<file path="src/rtl/no_repeat_max_credit_picker_assert.svh">
// Assertion macros for the credit picker top level.
// Depends on nothing; included by the top level only.
`ifndef NO_REPEAT_MAX_CREDIT_PICKER_ASSERT_SVH
`define NO_REPEAT_MAX_CREDIT_PICKER_ASSERT_SVH
// Plain implication checked on every clock edge outside reset.
`define NRP_ASSERT_IMP(lbl, clk, rstn, ante, cons) \
  lbl: assert property (@(posedge clk) disable iff (!rstn) (ante) |-> (cons)) \
    else $error("assertion failed");
// Next-cycle implication.
`define NRP_ASSERT_NXT(lbl, clk, rstn, ante, cons) \
  lbl: assert property (@(posedge clk) disable iff (!rstn) (ante) |=> (cons)) \
    else $error("assertion failed");
`endif

</file>
<file path="src/rtl/nrp_pkg.sv">
// Shared types and constants for the credit picker.
// No dependencies.
`default_nettype none
package nrp_pkg;
  localparam int unsigned MaxLabelsDef = 16;
  localparam int unsigned CountBitsDef = 16;
  localparam int unsigned LabelW = 5;
  localparam int unsigned StatusW = 3;

  typedef enum logic [1:0] {
    KIND_LOAD  = 2'd0,
    KIND_PICK  = 2'd1,
    KIND_CLEAR = 2'd2,
    KIND_NONE  = 2'd3
  } kind_e;

  typedef enum logic [2:0] {
    ST_LOADED    = 3'd0,
    ST_PICKED    = 3'd1,
    ST_EXHAUSTED = 3'd2,
    ST_FULL      = 3'd3,
    ST_CLEARED   = 3'd4
  } status_e;

  typedef enum logic [3:0] {
    S_IDLE, S_SPOP, S_PRD, S_PCMP, S_PSWRD, S_PSWW, S_PFIN, S_PFINW, S_PPUSH,
    S_SCAN, S_SCANW, S_DEC, S_DECW, S_OUT
  } state_e;

  // Commands from the controller to the datapath.
  typedef struct packed {
    logic load;       // append count from input
    logic clear;      // clear table
    logic sort_init;  // push the whole table range
    logic pop;        // pop range, set j=lo, store=lo
    logic rd_j;       // read entries j and hi
    logic step_j;     // compare result applied, advance j
    logic swap_rd;    // read store and j for exchange
    logic swap_wr;    // write first half of exchange
    logic fin_rd;     // read store and hi for final exchange
    logic push;       // push subranges
    logic set_sorted;
    logic scan_init;
    logic scan_step;
    logic dec_rd;
    logic dec_wr;
    logic wr2;        // second write of an exchange
  } cmd_t;

  typedef struct packed {
    logic full;
    logic few;        // fewer than two entries
    logic sorted;
    logic stack_empty;
    logic lt;         // credit[j] < pivot
    logic j_done;     // j reached hi
    logic scan_done;
    logic found;
  } sts_t;
endpackage
`default_nettype wire

</file>
<file path="src/rtl/nrp_ram.sv">
// Generic single-write, dual-read RAM with registered reads.
// No dependencies.
`default_nettype none
module nrp_ram #(
  parameter int unsigned Width = 8,
  parameter int unsigned Depth = 16
) (
  input  wire logic                     clk_i,
  input  wire logic                     we_i,
  input  wire logic [$clog2(Depth)-1:0] waddr_i,
  input  wire logic [Width-1:0]         wdata_i,
  input  wire logic [$clog2(Depth)-1:0] raddr_a_i,
  input  wire logic [$clog2(Depth)-1:0] raddr_b_i,
  output logic      [Width-1:0]         rdata_a_o,
  output logic      [Width-1:0]         rdata_b_o
);
  logic [Width-1:0] mem_q [Depth];
  always_ff @(posedge clk_i) begin
    if (we_i) mem_q[waddr_i] <= wdata_i;
    rdata_a_o <= mem_q[raddr_a_i];
    rdata_b_o <= mem_q[raddr_b_i];
  end
endmodule
`default_nettype wire

</file>
<file path="src/rtl/nrp_ctrl.sv">
// Controller state machine for the credit picker.
// Depends on nrp_pkg.
`default_nettype none
module nrp_ctrl
  import nrp_pkg::*;
(
  input  wire logic       clk_i,
  input  wire logic       rst_ni,
  input  wire logic       in_fire_i,
  input  wire logic [1:0] kind_i,
  input  wire logic       out_free_i,
  input  wire sts_t       sts_i,
  output cmd_t            cmd_o,
  output logic            busy_o,
  output logic            emit_o,
  output logic [2:0]      status_o
);
  state_e state_q, state_d;
  logic [2:0] status_q, status_d;

  always_ff @(posedge clk_i or negedge rst_ni) begin
    if (!rst_ni) begin
      state_q  <= S_IDLE;
      status_q <= ST_LOADED;
    end else begin
      state_q  <= state_d;
      status_q <= status_d;
    end
  end

  always_comb begin
    state_d  = state_q;
    status_d = status_q;
    cmd_o    = '0;
    emit_o   = 1'b0;
    busy_o   = (state_q != S_IDLE);
    status_o = status_q;
    unique case (state_q)
      S_IDLE: begin
        if (in_fire_i) begin
          unique case (kind_e'(kind_i))
            KIND_LOAD: begin
              if (sts_i.full) status_d = ST_FULL;
              else begin
                status_d = ST_LOADED;
                cmd_o.load = 1'b1;
              end
              state_d = S_OUT;
            end
            KIND_PICK: begin
              if (sts_i.sorted || sts_i.few) begin
                cmd_o.set_sorted = 1'b1;
                cmd_o.scan_init = 1'b1;
                state_d = S_SCAN;
              end else begin
                cmd_o.sort_init = 1'b1;
                state_d = S_SPOP;
              end
            end
            KIND_CLEAR: begin
              cmd_o.clear = 1'b1;
              status_d = ST_CLEARED;
              state_d = S_OUT;
            end
            KIND_NONE: state_d = S_IDLE;
          endcase
        end
      end
      S_SPOP: begin
        if (sts_i.stack_empty) begin
          cmd_o.set_sorted = 1'b1;
          cmd_o.scan_init = 1'b1;
          state_d = S_SCAN;
        end else begin
          cmd_o.pop = 1'b1;
          state_d = S_PRD;
        end
      end
      S_PRD: begin
        if (sts_i.j_done) begin
          cmd_o.fin_rd = 1'b1;
          state_d = S_PFIN;
        end else begin
          cmd_o.rd_j = 1'b1;
          state_d = S_PCMP;
        end
      end
      S_PCMP: begin
        if (sts_i.lt) begin
          cmd_o.swap_rd = 1'b1;
          state_d = S_PSWRD;
        end else begin
          cmd_o.step_j = 1'b1;
          state_d = S_PRD;
        end
      end
      S_PSWRD: begin
        cmd_o.swap_wr = 1'b1;
        state_d = S_PSWW;
      end
      S_PSWW: begin
        cmd_o.wr2 = 1'b1;
        cmd_o.step_j = 1'b1;
        state_d = S_PRD;
      end
      S_PFIN: begin
        cmd_o.swap_wr = 1'b1;
        state_d = S_PFINW;
      end
      S_PFINW: begin
        cmd_o.wr2 = 1'b1;
        state_d = S_PPUSH;
      end
      S_PPUSH: begin
        cmd_o.push = 1'b1;
        state_d = S_SPOP;
      end
      S_SCAN: begin
        if (sts_i.scan_done) begin
          if (sts_i.found) begin
            cmd_o.dec_rd = 1'b1;
            state_d = S_DEC;
          end else begin
            status_d = ST_EXHAUSTED;
            state_d = S_OUT;
          end
        end else begin
          cmd_o.scan_step = 1'b1;
          state_d = S_SCANW;
        end
      end
      S_SCANW: state_d = S_SCAN;
      S_DEC: begin
        // The chosen index has settled by now, so the entry is read again here.
        cmd_o.dec_rd = 1'b1;
        state_d = S_DECW;
      end
      S_DECW: begin
        cmd_o.dec_wr = 1'b1;
        status_d = ST_PICKED;
        state_d = S_OUT;
      end
      S_OUT: begin
        if (out_free_i) begin
          emit_o = 1'b1;
          state_d = S_IDLE;
        end
      end
      default: state_d = S_IDLE;
    endcase
  end
endmodule
`default_nettype wire

</file>
<file path="src/rtl/nrp_dpath.sv">
// Datapath for the credit picker: tables, sort range stack and pick scan.
// Depends on nrp_pkg and nrp_ram.
`default_nettype none
module nrp_dpath
  import nrp_pkg::*;
#(
  parameter int unsigned MaxLabels = MaxLabelsDef,
  parameter int unsigned CountBits = CountBitsDef
) (
  input  wire logic                 clk_i,
  input  wire logic                 rst_ni,
  input  wire cmd_t                 cmd_i,
  input  wire logic [15:0]          count_i,
  output sts_t                      sts_o,
  output logic [LabelW-1:0]         label_o
);
  localparam int unsigned AW = $clog2(MaxLabels);
  localparam int unsigned NW = $clog2(MaxLabels + 1);
  localparam int unsigned EW = CountBits + LabelW;

  logic [NW-1:0] loaded_q;
  logic [LabelW-1:0] last_q;
  logic sorted_q;
  // Range stack holds at most MaxLabels/2 disjoint ranges.
  logic [AW-1:0] stk_lo_q [MaxLabels];
  logic [AW-1:0] stk_hi_q [MaxLabels];
  logic [NW-1:0] top_q;
  logic [AW-1:0] lo_q, hi_q, j_q, st_q;
  logic [AW-1:0] ra_q, rb_q;   // addresses of pending exchange
  logic [EW-1:0] hold_q;
  logic [NW-1:0] sj_q;         // scan index, also lag for read
  logic [AW-1:0] best_q;
  logic [CountBits-1:0] bestc_q;
  logic found_q, scan_rd_q;
  logic [AW-1:0] nzidx_q;
  logic nz_q;

  logic we;
  logic [AW-1:0] waddr, ra, rb;
  logic [EW-1:0] wdata, rda, rdb;
  logic [CountBits-1:0] ca, cb;
  logic [LabelW-1:0] la;

  nrp_ram #(.Width(EW), .Depth(MaxLabels)) u_tab (
    .clk_i, .we_i(we), .waddr_i(waddr), .wdata_i(wdata),
    .raddr_a_i(ra), .raddr_b_i(rb), .rdata_a_o(rda), .rdata_b_o(rdb)
  );
  assign ca = rda[EW-1:LabelW];
  assign la = rda[LabelW-1:0];
  assign cb = rdb[EW-1:LabelW];

  always_comb begin
    ra = j_q;
    rb = hi_q;
    if (cmd_i.swap_rd) begin ra = st_q; rb = j_q; end
    if (cmd_i.fin_rd) begin ra = st_q; rb = hi_q; end
    if (cmd_i.scan_step) ra = sj_q[AW-1:0];
    if (cmd_i.dec_rd) ra = best_q;
    we = 1'b0;
    waddr = ra_q;
    wdata = rdb;
    if (cmd_i.load) begin
      we = 1'b1;
      waddr = loaded_q[AW-1:0];
      wdata = {CountBits'(count_i), LabelW'(loaded_q + NW'(1))};
    end else if (cmd_i.swap_wr) begin
      we = 1'b1;
    end else if (cmd_i.wr2) begin
      we = 1'b1;
      waddr = rb_q;
      wdata = hold_q;
    end else if (cmd_i.dec_wr) begin
      we = 1'b1;
      waddr = best_q;
      wdata = {ca - CountBits'(1), la};
    end
  end

  logic [AW:0] st_inc;
  assign st_inc = {1'b0, st_q} + 1'b1;

  always_ff @(posedge clk_i or negedge rst_ni) begin
    if (!rst_ni) begin
      loaded_q <= '0;
      last_q <= '0;
      sorted_q <= 1'b0;
      top_q <= '0;
      found_q <= 1'b0;
      scan_rd_q <= 1'b0;
      nz_q <= 1'b0;
    end else begin
      if (cmd_i.load) begin
        loaded_q <= loaded_q + NW'(1);
        sorted_q <= 1'b0;
      end
      if (cmd_i.clear) begin
        loaded_q <= '0;
        last_q <= '0;
        sorted_q <= 1'b0;
      end
      if (cmd_i.set_sorted) sorted_q <= 1'b1;
      if (cmd_i.sort_init) begin
        stk_lo_q[0] <= '0;
        stk_hi_q[0] <= AW'(loaded_q - NW'(1));
        top_q <= NW'(1);
      end
      if (cmd_i.pop) begin
        lo_q <= stk_lo_q[AW'(top_q - NW'(1))];
        hi_q <= stk_hi_q[AW'(top_q - NW'(1))];
        j_q  <= stk_lo_q[AW'(top_q - NW'(1))];
        st_q <= stk_lo_q[AW'(top_q - NW'(1))];
        top_q <= top_q - NW'(1);
      end
      if (cmd_i.swap_rd || cmd_i.fin_rd) begin
        ra_q <= ra;
        rb_q <= rb;
      end
      if (cmd_i.swap_wr) hold_q <= rda;
      if (cmd_i.step_j) j_q <= j_q + AW'(1);
      if (cmd_i.wr2 && !cmd_i.step_j) begin
        // Final exchange done: pivot sits at st_q.
      end
      if (cmd_i.wr2 && cmd_i.step_j) st_q <= st_q + AW'(1);
      if (cmd_i.push) begin
        if ({1'b0, st_q} > {1'b0, lo_q} + 1'b1) begin
          stk_lo_q[AW'(top_q)] <= lo_q;
          stk_hi_q[AW'(top_q)] <= st_q - AW'(1);
          if (st_inc < {1'b0, hi_q}) begin
            stk_lo_q[AW'(top_q + NW'(1))] <= st_inc[AW-1:0];
            stk_hi_q[AW'(top_q + NW'(1))] <= hi_q;
            top_q <= top_q + NW'(2);
          end else top_q <= top_q + NW'(1);
        end else if (st_inc < {1'b0, hi_q}) begin
          stk_lo_q[AW'(top_q)] <= st_inc[AW-1:0];
          stk_hi_q[AW'(top_q)] <= hi_q;
          top_q <= top_q + NW'(1);
        end
      end
      if (cmd_i.scan_init) begin
        sj_q <= '0;
        found_q <= 1'b0;
        nz_q <= 1'b0;
        scan_rd_q <= 1'b0;
      end
      if (cmd_i.scan_step) begin
        sj_q <= sj_q + NW'(1);
        scan_rd_q <= 1'b1;
        best_q <= best_q;
      end else if (scan_rd_q) begin
        scan_rd_q <= 1'b0;
        if (ca != '0) begin
          if (!nz_q) begin
            nz_q <= 1'b1;
            nzidx_q <= AW'(sj_q - NW'(1));
          end
          if (la != last_q && (!found_q || ca > bestc_q)) begin
            found_q <= 1'b1;
            best_q <= AW'(sj_q - NW'(1));
            bestc_q <= ca;
          end
        end
      end
      if (cmd_i.dec_rd && !found_q) best_q <= nzidx_q;
      if (cmd_i.dec_wr) last_q <= la;
    end
  end

  // A fallback pick reads the first nonzero entry; dec_rd picks the address.
  assign sts_o.full        = (loaded_q >= NW'(MaxLabels));
  assign sts_o.few         = (loaded_q < NW'(2));
  assign sts_o.sorted      = sorted_q;
  assign sts_o.stack_empty = (top_q == '0);
  assign sts_o.lt          = (ca < cb);
  assign sts_o.j_done      = (j_q == hi_q);
  assign sts_o.scan_done   = (sj_q == loaded_q) && !scan_rd_q;
  assign sts_o.found       = found_q || nz_q;
  assign label_o           = last_q;
endmodule
`default_nettype wire

</file>
<file path="src/rtl/no_repeat_max_credit_picker.sv">
// Top level of the credit picker: stream ports, controller and datapath.
// Depends on nrp_pkg, nrp_ctrl, nrp_dpath and the assertion header.
`default_nettype none
// Each beat in gives one beat out, except kind 3, which gives none. A pick
// scans the table entry by entry. The first pick after a load also runs a
// quicksort over the table RAM first, if two or more entries are loaded;
// the table RAM has two read ports and one write port, so each exchange is
// written in two halves. One item is in work at a time; a result held by
// the receiver stalls the input.
`include "no_repeat_max_credit_picker_assert.svh"
module no_repeat_max_credit_picker
  import nrp_pkg::*;
#(
  parameter int unsigned MAX_LABELS = MaxLabelsDef,
  parameter int unsigned COUNT_BITS = CountBitsDef
) (
  input  wire logic        clk_i,
  input  wire logic        rst_ni,
  input  wire logic        s_axis_tvalid_i,
  output logic             s_axis_tready_o,
  input  wire logic [15:0] s_axis_tdata_i,  // count[15:0]
  input  wire logic [1:0]  s_axis_tuser_i,  // kind[1:0]
  output logic             m_axis_tvalid_o,
  input  wire logic        m_axis_tready_i,
  output logic [7:0]       m_axis_tdata_o   // label[4:0], status[7:5]
);
  cmd_t cmd;
  sts_t sts;
  logic busy, emit, in_fire, out_free;
  logic [2:0] status;
  logic [LabelW-1:0] last_lbl;
  logic ovalid_q;
  logic [7:0] odata_q;

  assign s_axis_tready_o = !busy;
  assign in_fire = s_axis_tvalid_i && s_axis_tready_o;
  assign out_free = !ovalid_q || m_axis_tready_i;

  nrp_ctrl u_ctrl (
    .clk_i, .rst_ni, .in_fire_i(in_fire), .kind_i(s_axis_tuser_i),
    .out_free_i(out_free), .sts_i(sts), .cmd_o(cmd), .busy_o(busy),
    .emit_o(emit), .status_o(status)
  );

  nrp_dpath #(.MaxLabels(MAX_LABELS), .CountBits(COUNT_BITS)) u_dp (
    .clk_i, .rst_ni, .cmd_i(cmd), .count_i(s_axis_tdata_i),
    .sts_o(sts), .label_o(last_lbl)
  );

  always_ff @(posedge clk_i or negedge rst_ni) begin
    if (!rst_ni) ovalid_q <= 1'b0;
    else if (emit) ovalid_q <= 1'b1;
    else if (m_axis_tready_i) ovalid_q <= 1'b0;
  end
  always_ff @(posedge clk_i) begin
    if (emit) odata_q <= {status, (status == ST_PICKED) ? last_lbl : LabelW'(0)};
  end
  assign m_axis_tvalid_o = ovalid_q;
  assign m_axis_tdata_o  = odata_q;

  `NRP_ASSERT_IMP(a_no_accept_busy, clk_i, rst_ni, busy, !in_fire)
  `NRP_ASSERT_NXT(a_emit_valid, clk_i, rst_ni, emit, m_axis_tvalid_o)
  `NRP_ASSERT_IMP(a_emit_room, clk_i, rst_ni, emit, out_free)
endmodule
`default_nettype wire

</file>
<file path="config.mk">
export PLATFORM = sky130hd
export DESIGN_NAME = no_repeat_max_credit_picker
export DESIGN_NICKNAME = d
export VERILOG_FILES = /design/src/rtl/nrp_pkg.sv /design/src/rtl/nrp_ram.sv /design/src/rtl/nrp_ctrl.sv /design/src/rtl/nrp_dpath.sv /design/src/rtl/no_repeat_max_credit_picker.sv
export VERILOG_INCLUDE_DIRS = /design/src /design/src/rtl
export SDC_FILE = /design/constraint.sdc
export NUM_CORES = 1
export LEC_CHECK = 0
export BUFFER_PORTS_ARGS = -buffer_cell sky130_fd_sc_hd__buf_2
export CORE_MARGIN = 2
export CORE_UTILIZATION = 50
export DETAILED_ROUTE_END_ITERATION = 6
export PLACE_DENSITY = 0.67
export SYNTH_ARGS = -nofsm -noshare
export SYNTH_HDL_FRONTEND = slang
export SYNTH_SLANG_ARGS = --single-unit
</file>
<file path="constraint.sdc">
create_clock -name clk_i -period 5.46 [get_ports clk_i]
set_input_delay 0.546 -clock clk_i [delete_from_list [all_inputs] [get_ports clk_i]]
set_output_delay 0.546 -clock clk_i [all_outputs]
set_load 0.02 [all_outputs]
</file>
==> results.ini, run 1 <==
[run_status]
outcome = finished, final reports clean

[synth]
synth.top_cells.by_area = edfxtp_1 (53%), mux2i_1 (6.0%), a211oi_1 (4.9%)
synth_warnings = 0
synth_common_cells = edfxtp_1 (546), nand2_1 (279), nor2_1 (226)
async_reset_ff_share_pct = 4.39
synthesis.nets = 2589
synth_flop_cell = edfxtp_1
netlist_area_sq_mm = 0.0311
yosys.area.top_type = edfxtp_1
synth_edf_count = 546
synthDistinctLibCells = 70
ys_seq_area_share_pct = 57.7
synth.most_common_cell = edfxtp_1
postSynthAreaPerCell_sq_um = 12.4
netlist.area_leader.share_pct = 52.8
synthCells = 2512
ys_ff_latch = 615

[timing]
fin_crit_sh_pct = 89.2
finalHoldViolations = 0
rsz0062_at_grt = no
slew_violations = 0
skew_ps = 29.2
hold_slack_ps = 272
setup_slack_ps = 590
slew_headroom_pct = 4.53
worstMarginPinSlew_ps = 1430
tns_ps = 0
setup_viol = 0
finalCriticalPeriod_ps = 4870
fmax_mhz = 205

[layout]
antennaDiodeCount = 0
final_core_util_pct = 56.4
area_growth_pct = 11.9
drive_gt1_share_pct = 17.8
fin_area_sq_mm = 0.0348
nFillCells = 4934
nNetsFinal = 2607
multiInputGateArea_sq_mm = 0.0123
register_area_sq_mm = 0.0179

[pwr]
leakage_uw = 0.0126
peakVddDrop_v = 0.000389
switching_share_pct = 40.3
seq_power_share_pct = 34.4
p_clk_share_pct = 21.8
power.internal_uw = 12400
pwr-share-comb_pct = 43.8
powerDensity_mw_per_mm2 = 598
p_sw_uw = 8380

[route]
vias = 22004
firstDrtPassIters = 6
wl_per_cell_microns = 26.6
drtIter0Drc = 2574
drc = 0
via_per_inst = 6.43
drtAntennaViolNets = 0
wl_mm = 90.8

[global_routing]
grt_max_degree = 113
grt_pass1_wl_mm = 135
grt_usage_pct = 28.2
grt_pass1_vias = 21552
grt-ovfl-total = 0
antenna_found_initial = 1

[clocking]
numCtsBuffers = 68
cts_root_buffer = clkbuf_16
cts-htree-levels = 3
clk_pin_slew_ps = 60
tritoncts = done
cts_resized = 0
clockBufferDepth = 3
clk_latency_ps = 610
cts.sinks = 615

[floorplanning]
die-width_microns = 253
die_y_microns = 253
coreArea_sq_mm = 0.0616
initial_utilization_pct = 50.4
boundaryPins = 32
fp-row-count = 91
fp.dieArea_sq_mm = 0.0641

[place]
place.detailed.hpwl_mm = 54.7
gp_congestion = 0.900
port-buffer-count = 31
placed_area_sq_mm = 0.0326
dpl_worst_slack_ps = 731

[setup_path]
critPathKind = reg2reg
critPathLaunchType = flop
end_kind = flop
worstPathRequired_ps = 5910
worstPathArrival_ps = 5320
worstPathMaxFanout = 64

[min_path]
hold_path_class = in2reg

[run]
drv_cap = 0

[cell families (layout without fill, tap and decap cells)]
family | Yosys count | after routing | share of synthesized area, %
AOI/OAI and AO/OA | 518 | 518 | 11.3
xor gates and xnor gates | 46 | 46 | 1.30
adders and majority gates | 55 | 55 | 2.22
buffers and inverters | 243 | 314 | 3.29
DFF | 615 | 615 | 57.7
muxes | 378 | 378 | 15.1
and+or+nand+nor | 657 | 657 | 9.12
[state kept, by name, indices dropped and copies added (netlist names), 4 cells and up]
| name | count |
|---|---|
| u_dp.u_tab.rdata_b_o | 21 |
| u_dp.stk_hi_q | 64 |
| u_dp.j_q | 4 |
| u_dp.u_tab.rdata_a_o | 21 |
| u_dp.lo_q | 4 |
| u_dp.best_q | 4 |
| u_dp.hi_q | 4 |
| u_dp.hold_q | 21 |
| u_dp.loaded_q | 5 |
| u_dp.nzidx_q | 4 |
| u_dp.st_q | 4 |
| u_dp.stk_lo_q | 64 |
| u_dp.label_o | 5 |
| u_dp.rb_q | 4 |
| m_axis_tdata_o | 8 |
| u_dp.ra_q | 4 |
| u_dp.top_q | 5 |
| u_dp.u_tab.mem_q | 336 |
| u_ctrl.state_q | 4 |
| u_dp.sj_q | 5 |
| u_dp.bestc_q | 16 |
[worst paths after layout]
| check | endpoint | from | slack [ps] | cells after the start |
|---|---|---|---|---|
| min reg2reg | m_axis_tdata_o[5]$_DFFE_PP_ | u_ctrl.status_o[0]$_DFFE_PN0P_ | 470 | 0 |
| min | m_axis_tvalid_o$_DFFE_PN0P_ | m_axis_tready_i | 270 | 3 |
| max | u_dp.u_tab.rdata_a_o[15]$_DFF_P_ | u_dp.u_tab.rdata_a_o[20]$_DFF_P_ | 590 | 12 |
| min in group asynchronous | u_dp.found_q$_DFF_PN0_ | rst_ni | 530 | 3 |
| max in group asynchronous | u_dp.top_q[0]$_DFFE_PN0P_ | rst_ni | 4610 | 3 |
| max reg2reg | u_dp.u_tab.rdata_a_o[15]$_DFF_P_ | u_dp.u_tab.rdata_a_o[20]$_DFF_P_ | 590 | 12 |
[power groups by stage]
stage | logic (uW) | registers, uW | clock network (uW)
final | 9100 | 7150 | 4540
after global routing | 9710 | 7200 | 4750
after CTS | 8940 | 7120 | 4580
after detailed placement | 8900 | 7210 | 0
after global placement | 8750 | 7190 | 0
after floorplan | 6060 | 6930 | 0
[per-stage QoR]
stage,power [uW],std cells
floorplan,13000,2512
CTS,20600,3420
finish,20800,3420
global route,21700,3420
global placement,15900,3296
detailed placement,16100,3296
[cell usage in the layout, fill, tap and decap left out, types with 10 or more instances in the layout]
cell type / n
buf_12: 14
nor2_1: 210
o21a_1: 10
or4_1: 22
dfrtp_1: 26
buf_2: 31
a211oi_1: 204
o31a_1: 22
mux4_2: 58
clkbuf_1: 21
a22o_1: 10
nand4_1: 13
ha_1: 55
nand2b_1: 15
mux2i_1: 183
a21oi_1: 129
xnor2_1: 18
inv_1: 59
xor2_1: 28
edfxtp_1: 546
dfxtp_1: 42
nor3_1: 15
o21ai_0: 49
mux2_2: 132
nand3_1: 31
clkbuf_16: 71
buf_4: 81
o22ai_1: 12
nand2_1: 279
nor2_2: 11
[timing repair]
item / in CTS / in global routing
hold endpoints to repair: 27 / 0
hold buffers: 1 / 0
buffers inserted: 0 / 0
setup endpoints to repair: 0 / 0
[worst max-delay path, cell delays in order (launching register included)]
cell and delay [ps]:
dfxtp_1 390, ha_1 330, nand4_1 130, or4_1 550, o32a_1 400, a31oi_4 380
nand2b_1 160, a311o_2 630, inv_2 420, buf_12 330, a21oi_1 170, a211oi_1 100
or4_1 660
[metal layers]
metal / vias up / GRT usage (%) / wire length, microns
met5: - / 0 / 13
met4: 2 / 11.7 / 3470
met2: 1238 / 43.2 / 40700
li1: 9579 / - / -
met1: 10956 / 39.5 / 37100
met3: 229 / 5.53 / 9520
[cell type report]
cell class | count | share of cell area (%)
Multi-Input combinational cell | 1654 | 35.4
Timing Repair Buffer | 127 | 3.03
Inverter | 64 | 0.691
Clock buffer | 100 | 5.66
Tap cell | 837 | 3.01
Clock inverter | 23 | 0.652
Sequential cell | 615 | 51.5
(Power assumes the default switching activity.)
==> run 2, diff against run 1 <==
- ABC_AREA: not set -> 1
==> results.ini, run 2 <==
[synth]
muxShareOfSynthArea_pct = 0.504
async_reset_ff_share_pct = 4.39
postSynthAreaPerCell_sq_um = 9.11
synth_edf_count = 546
ys_seq_area_share_pct = 55.5
netlist_area_sq_mm = 0.0323
synth.top_cells.by_area = edfxtp_1 (51%), nand3_1 (8.9%), nand2_1 (7.6%)
synth_flop_cell = edfxtp_1
synth_common_cells = nand2_1 (653), nand3_1 (577), edfxtp_1 (546)
synth_compound_area_share_pct = 12.2
synthDistinctLibCells = 56
yosys.area_share.simple_pct = 20.4
synth.most_common_cell = nand2_1
synthCells = 3544
yosys.area.top_type = edfxtp_1
netlist.area_leader.share_pct = 50.8
synth_warnings = 0
ys_ff_latch = 615
synthesis.nets = 3621
synth_top_family_by_area = simple AND/OR/NAND/NOR gates
synth_fa_ha_area_share_pct = 2.13
synth_xor_area_share_pct = 0.923

[route]
vias = 26128
drtAntennaViolNets = 0
drc = 0
drtIter0Drc = 3526
via_per_inst = 5.92
wl_per_cell_microns = 21.9
wl_mm = 96.8
firstDrtPassIters = 5

[timing]
setup_viol = 0
finalHoldViolations = 0
slew_headroom_pct = 13.5
finalCriticalPeriod_ps = 4450
rsz0062_at_grt = no
tns_ps = 0
fin_crit_sh_pct = 81.5
slew_violations = 0
fmax_mhz = 225
skew_ps = 34.6
worstMarginPinSlew_ps = 1280

[global_routing]
grt-ovfl-total = 0
grt_pass1_vias = 24289
grt_max_degree = 153
grt_usage_pct = 29.0
grt_pass1_wl_mm = 147
antenna_found_initial = 2

[place]
place.detailed.hpwl_mm = 58.9
placed_area_sq_mm = 0.0335
port-buffer-count = 31
gp_congestion = 0.904
place_inst = 4290

[setup_path]
worstPathMaxFanout = 16
r2r_slack_ps = 1010
regToRegStartpoint = u_dp.st_q[0]$_DFFE_PP_
critPathLaunchType = flop
critPathKind = reg2reg
worstPathArrival_ps = 4660
r2r-end = u_dp.stk_lo_q[9][1]$_DFFE_PP_
worstPathRequired_ps = 5670
r2r_cells = 13
end_kind = flop

[pwr]
leakage_uw = 0.0145
peakVddDrop_v = 0.000501
powerDensity_mw_per_mm2 = 645

[clocking]
clk_latency_ps = 620
cts.sinks = 615
tritoncts = done
numCtsBuffers = 68
cts-htree-levels = 3
clockBufferDepth = 3
cts_setup_buffers = 0
cts_root_buffer = clkbuf_16
clk_pin_slew_ps = 60

[min_path]
hold_path_class = in2reg
min_from = m_axis_tready_i
hold_depth = 2
whs_endpoint = m_axis_tvalid_o$_DFFE_PN0P_

[layout]
largest_register = u_dp.u_tab.mem_q
mostFrequentLayoutCell = nand2_1
reg_top3 = u_dp.u_tab.mem_q x336, u_dp.stk_hi_q x64, u_dp.stk_lo_q x64
drive_gt1_share_pct = 8.62
fin_cells = 4416
fin_area_sq_mm = 0.0357
nFillCells = 5625
largest_register_ffs = 336
area_growth_pct = 10.5
nNetsFinal = 3583
antennaDiodeCount = 0
final_cell_mix = nand2_1 (653), nand3_1 (577), edfxtp_1 (546)

[floorplanning]
die-width_microns = 258
fp.dieArea_sq_mm = 0.0666
boundaryPins = 32
initial_utilization_pct = 50.3
fp-row-count = 93
coreArea_sq_mm = 0.0641
die_y_microns = 258

[run_status]
outcome = finished, final reports clean

[run]
drv_cap = 0

run 2: changes by cell type after synthesis, moves of 144 or more:
| cell | previous run | this run |
|---|---|---|
| o21ai_0 | 50 | 194 |
| mux2i_1 | 187 | 14 |
| nand2_1 | 279 | 653 |
| a211oi_1 | 204 | 3 |
| nand3_1 | 31 | 577 |
| inv_1 | 59 | 431 |
| o211ai_1 | 6 | 183 |
run 2: power by group:
part | total [uW] | leakage [uW] | internal [uW] | switching (uW)
clock network | 4510 | 0.00108 | 2590 | 1920
registers | 7140 | 0.00567 | 6580 | 554
logic | 11300 | 0.00770 | 3230 | 8100
run 2: worst max-delay path by stage:
stage	depth (start not counted)	slack, ps	end	from
3_5_place_dp	13	1100	u_dp.stk_lo_q[9][1]$_DFFE_PP_	u_dp.st_q[0]$_DFFE_PP_
6_report	13	1010	u_dp.stk_lo_q[9][1]$_DFFE_PP_	u_dp.st_q[0]$_DFFE_PP_
3_3_place_gp	13	1210	u_dp.stk_lo_q[9][1]$_DFFE_PP_	u_dp.st_q[0]$_DFFE_PP_
5_1_grt	13	690	u_dp.stk_hi_q[9][2]$_DFFE_PP_	u_dp.st_q[0]$_DFFE_PP_
2_1_floorplan	16	1570	u_dp.stk_hi_q[11][0]$_DFFE_PP_	u_dp.st_q[0]$_DFFE_PP_
4_1_cts	13	1030	u_dp.stk_lo_q[9][1]$_DFFE_PP_	u_dp.st_q[0]$_DFFE_PP_
run 2: timing repair:
| action | in CTS | in global routing |
|---|---|---|
| setup endpoints to repair | 0 | 0 |
| gates resized for setup | 0 | 0 |
| endpoints found under the hold margin | 27 | 0 |
| hold buffers | 1 | 0 |
run 2: worst max-delay path, stage by stage (launching register included):
cell and delay (ps):
edfxtp_1 500, nand3_1 150, xor2_1 290, inv_1 370, ha_1 410, o21ai_2 70, nand3_2 120, nand2_1 120
nand2_2 120, nor2_4 210, inv_2 140, nor2_1 260, nand2_1 230, o21ai_0 1040
run 2: cell type report:
cell class	instances	area [sq um]	share of cell area (%)
flip-flops and latches	615	17900	50.2
multi-input cells	2251	11900	33.4
clock buffers	91	1920	5.39
inverters	455	1710	4.80
well taps	855	1070	3.00
repair buffers	115	876	2.46
clock inverters	34	262	0.733
run 2: per-stage QoR:
step / power, uW / hold slack, ps / setup WS (ps) / utilization (%)
after detailed placement: 18200 / 434 / 1100 / 52.2
after floorplan: 14200 / 250 / 1570 / -
after global routing: 24300 / 116 / 695 / 55.6
after CTS: 22700 / 99.1 / 1030 / 55.6
after global placement: 18100 / 445 / 1210 / 52.2
final: 23000 / 124 / 1010 / 55.6
run 2: per-layer routing:
layer  wire length [microns]  part of all wire [%]  vias up  global-route usage, %
met5                      41                 0.042        -                  0.356
met4                    3500                   3.6        4                   10.6
met3                   12300                    13      262                   8.27
met2                   41300                    43     1439                   42.6
met1                   39700                    41    12229                   40.9
li1                        -                     -    12194                      -
run 2: cell families (layout without fill, tap and decap cells):
logic type,count (synthesis),count (layout)
AO/OA/AOI/OAI,631,631
AND/OR/NAND/NOR,1515,1515
adder cells (fa/ha/maj),55,55
buffers and inverters,678,695
XOR/XNOR,34,34
flip-flops,615,615
multiplexers,16,16
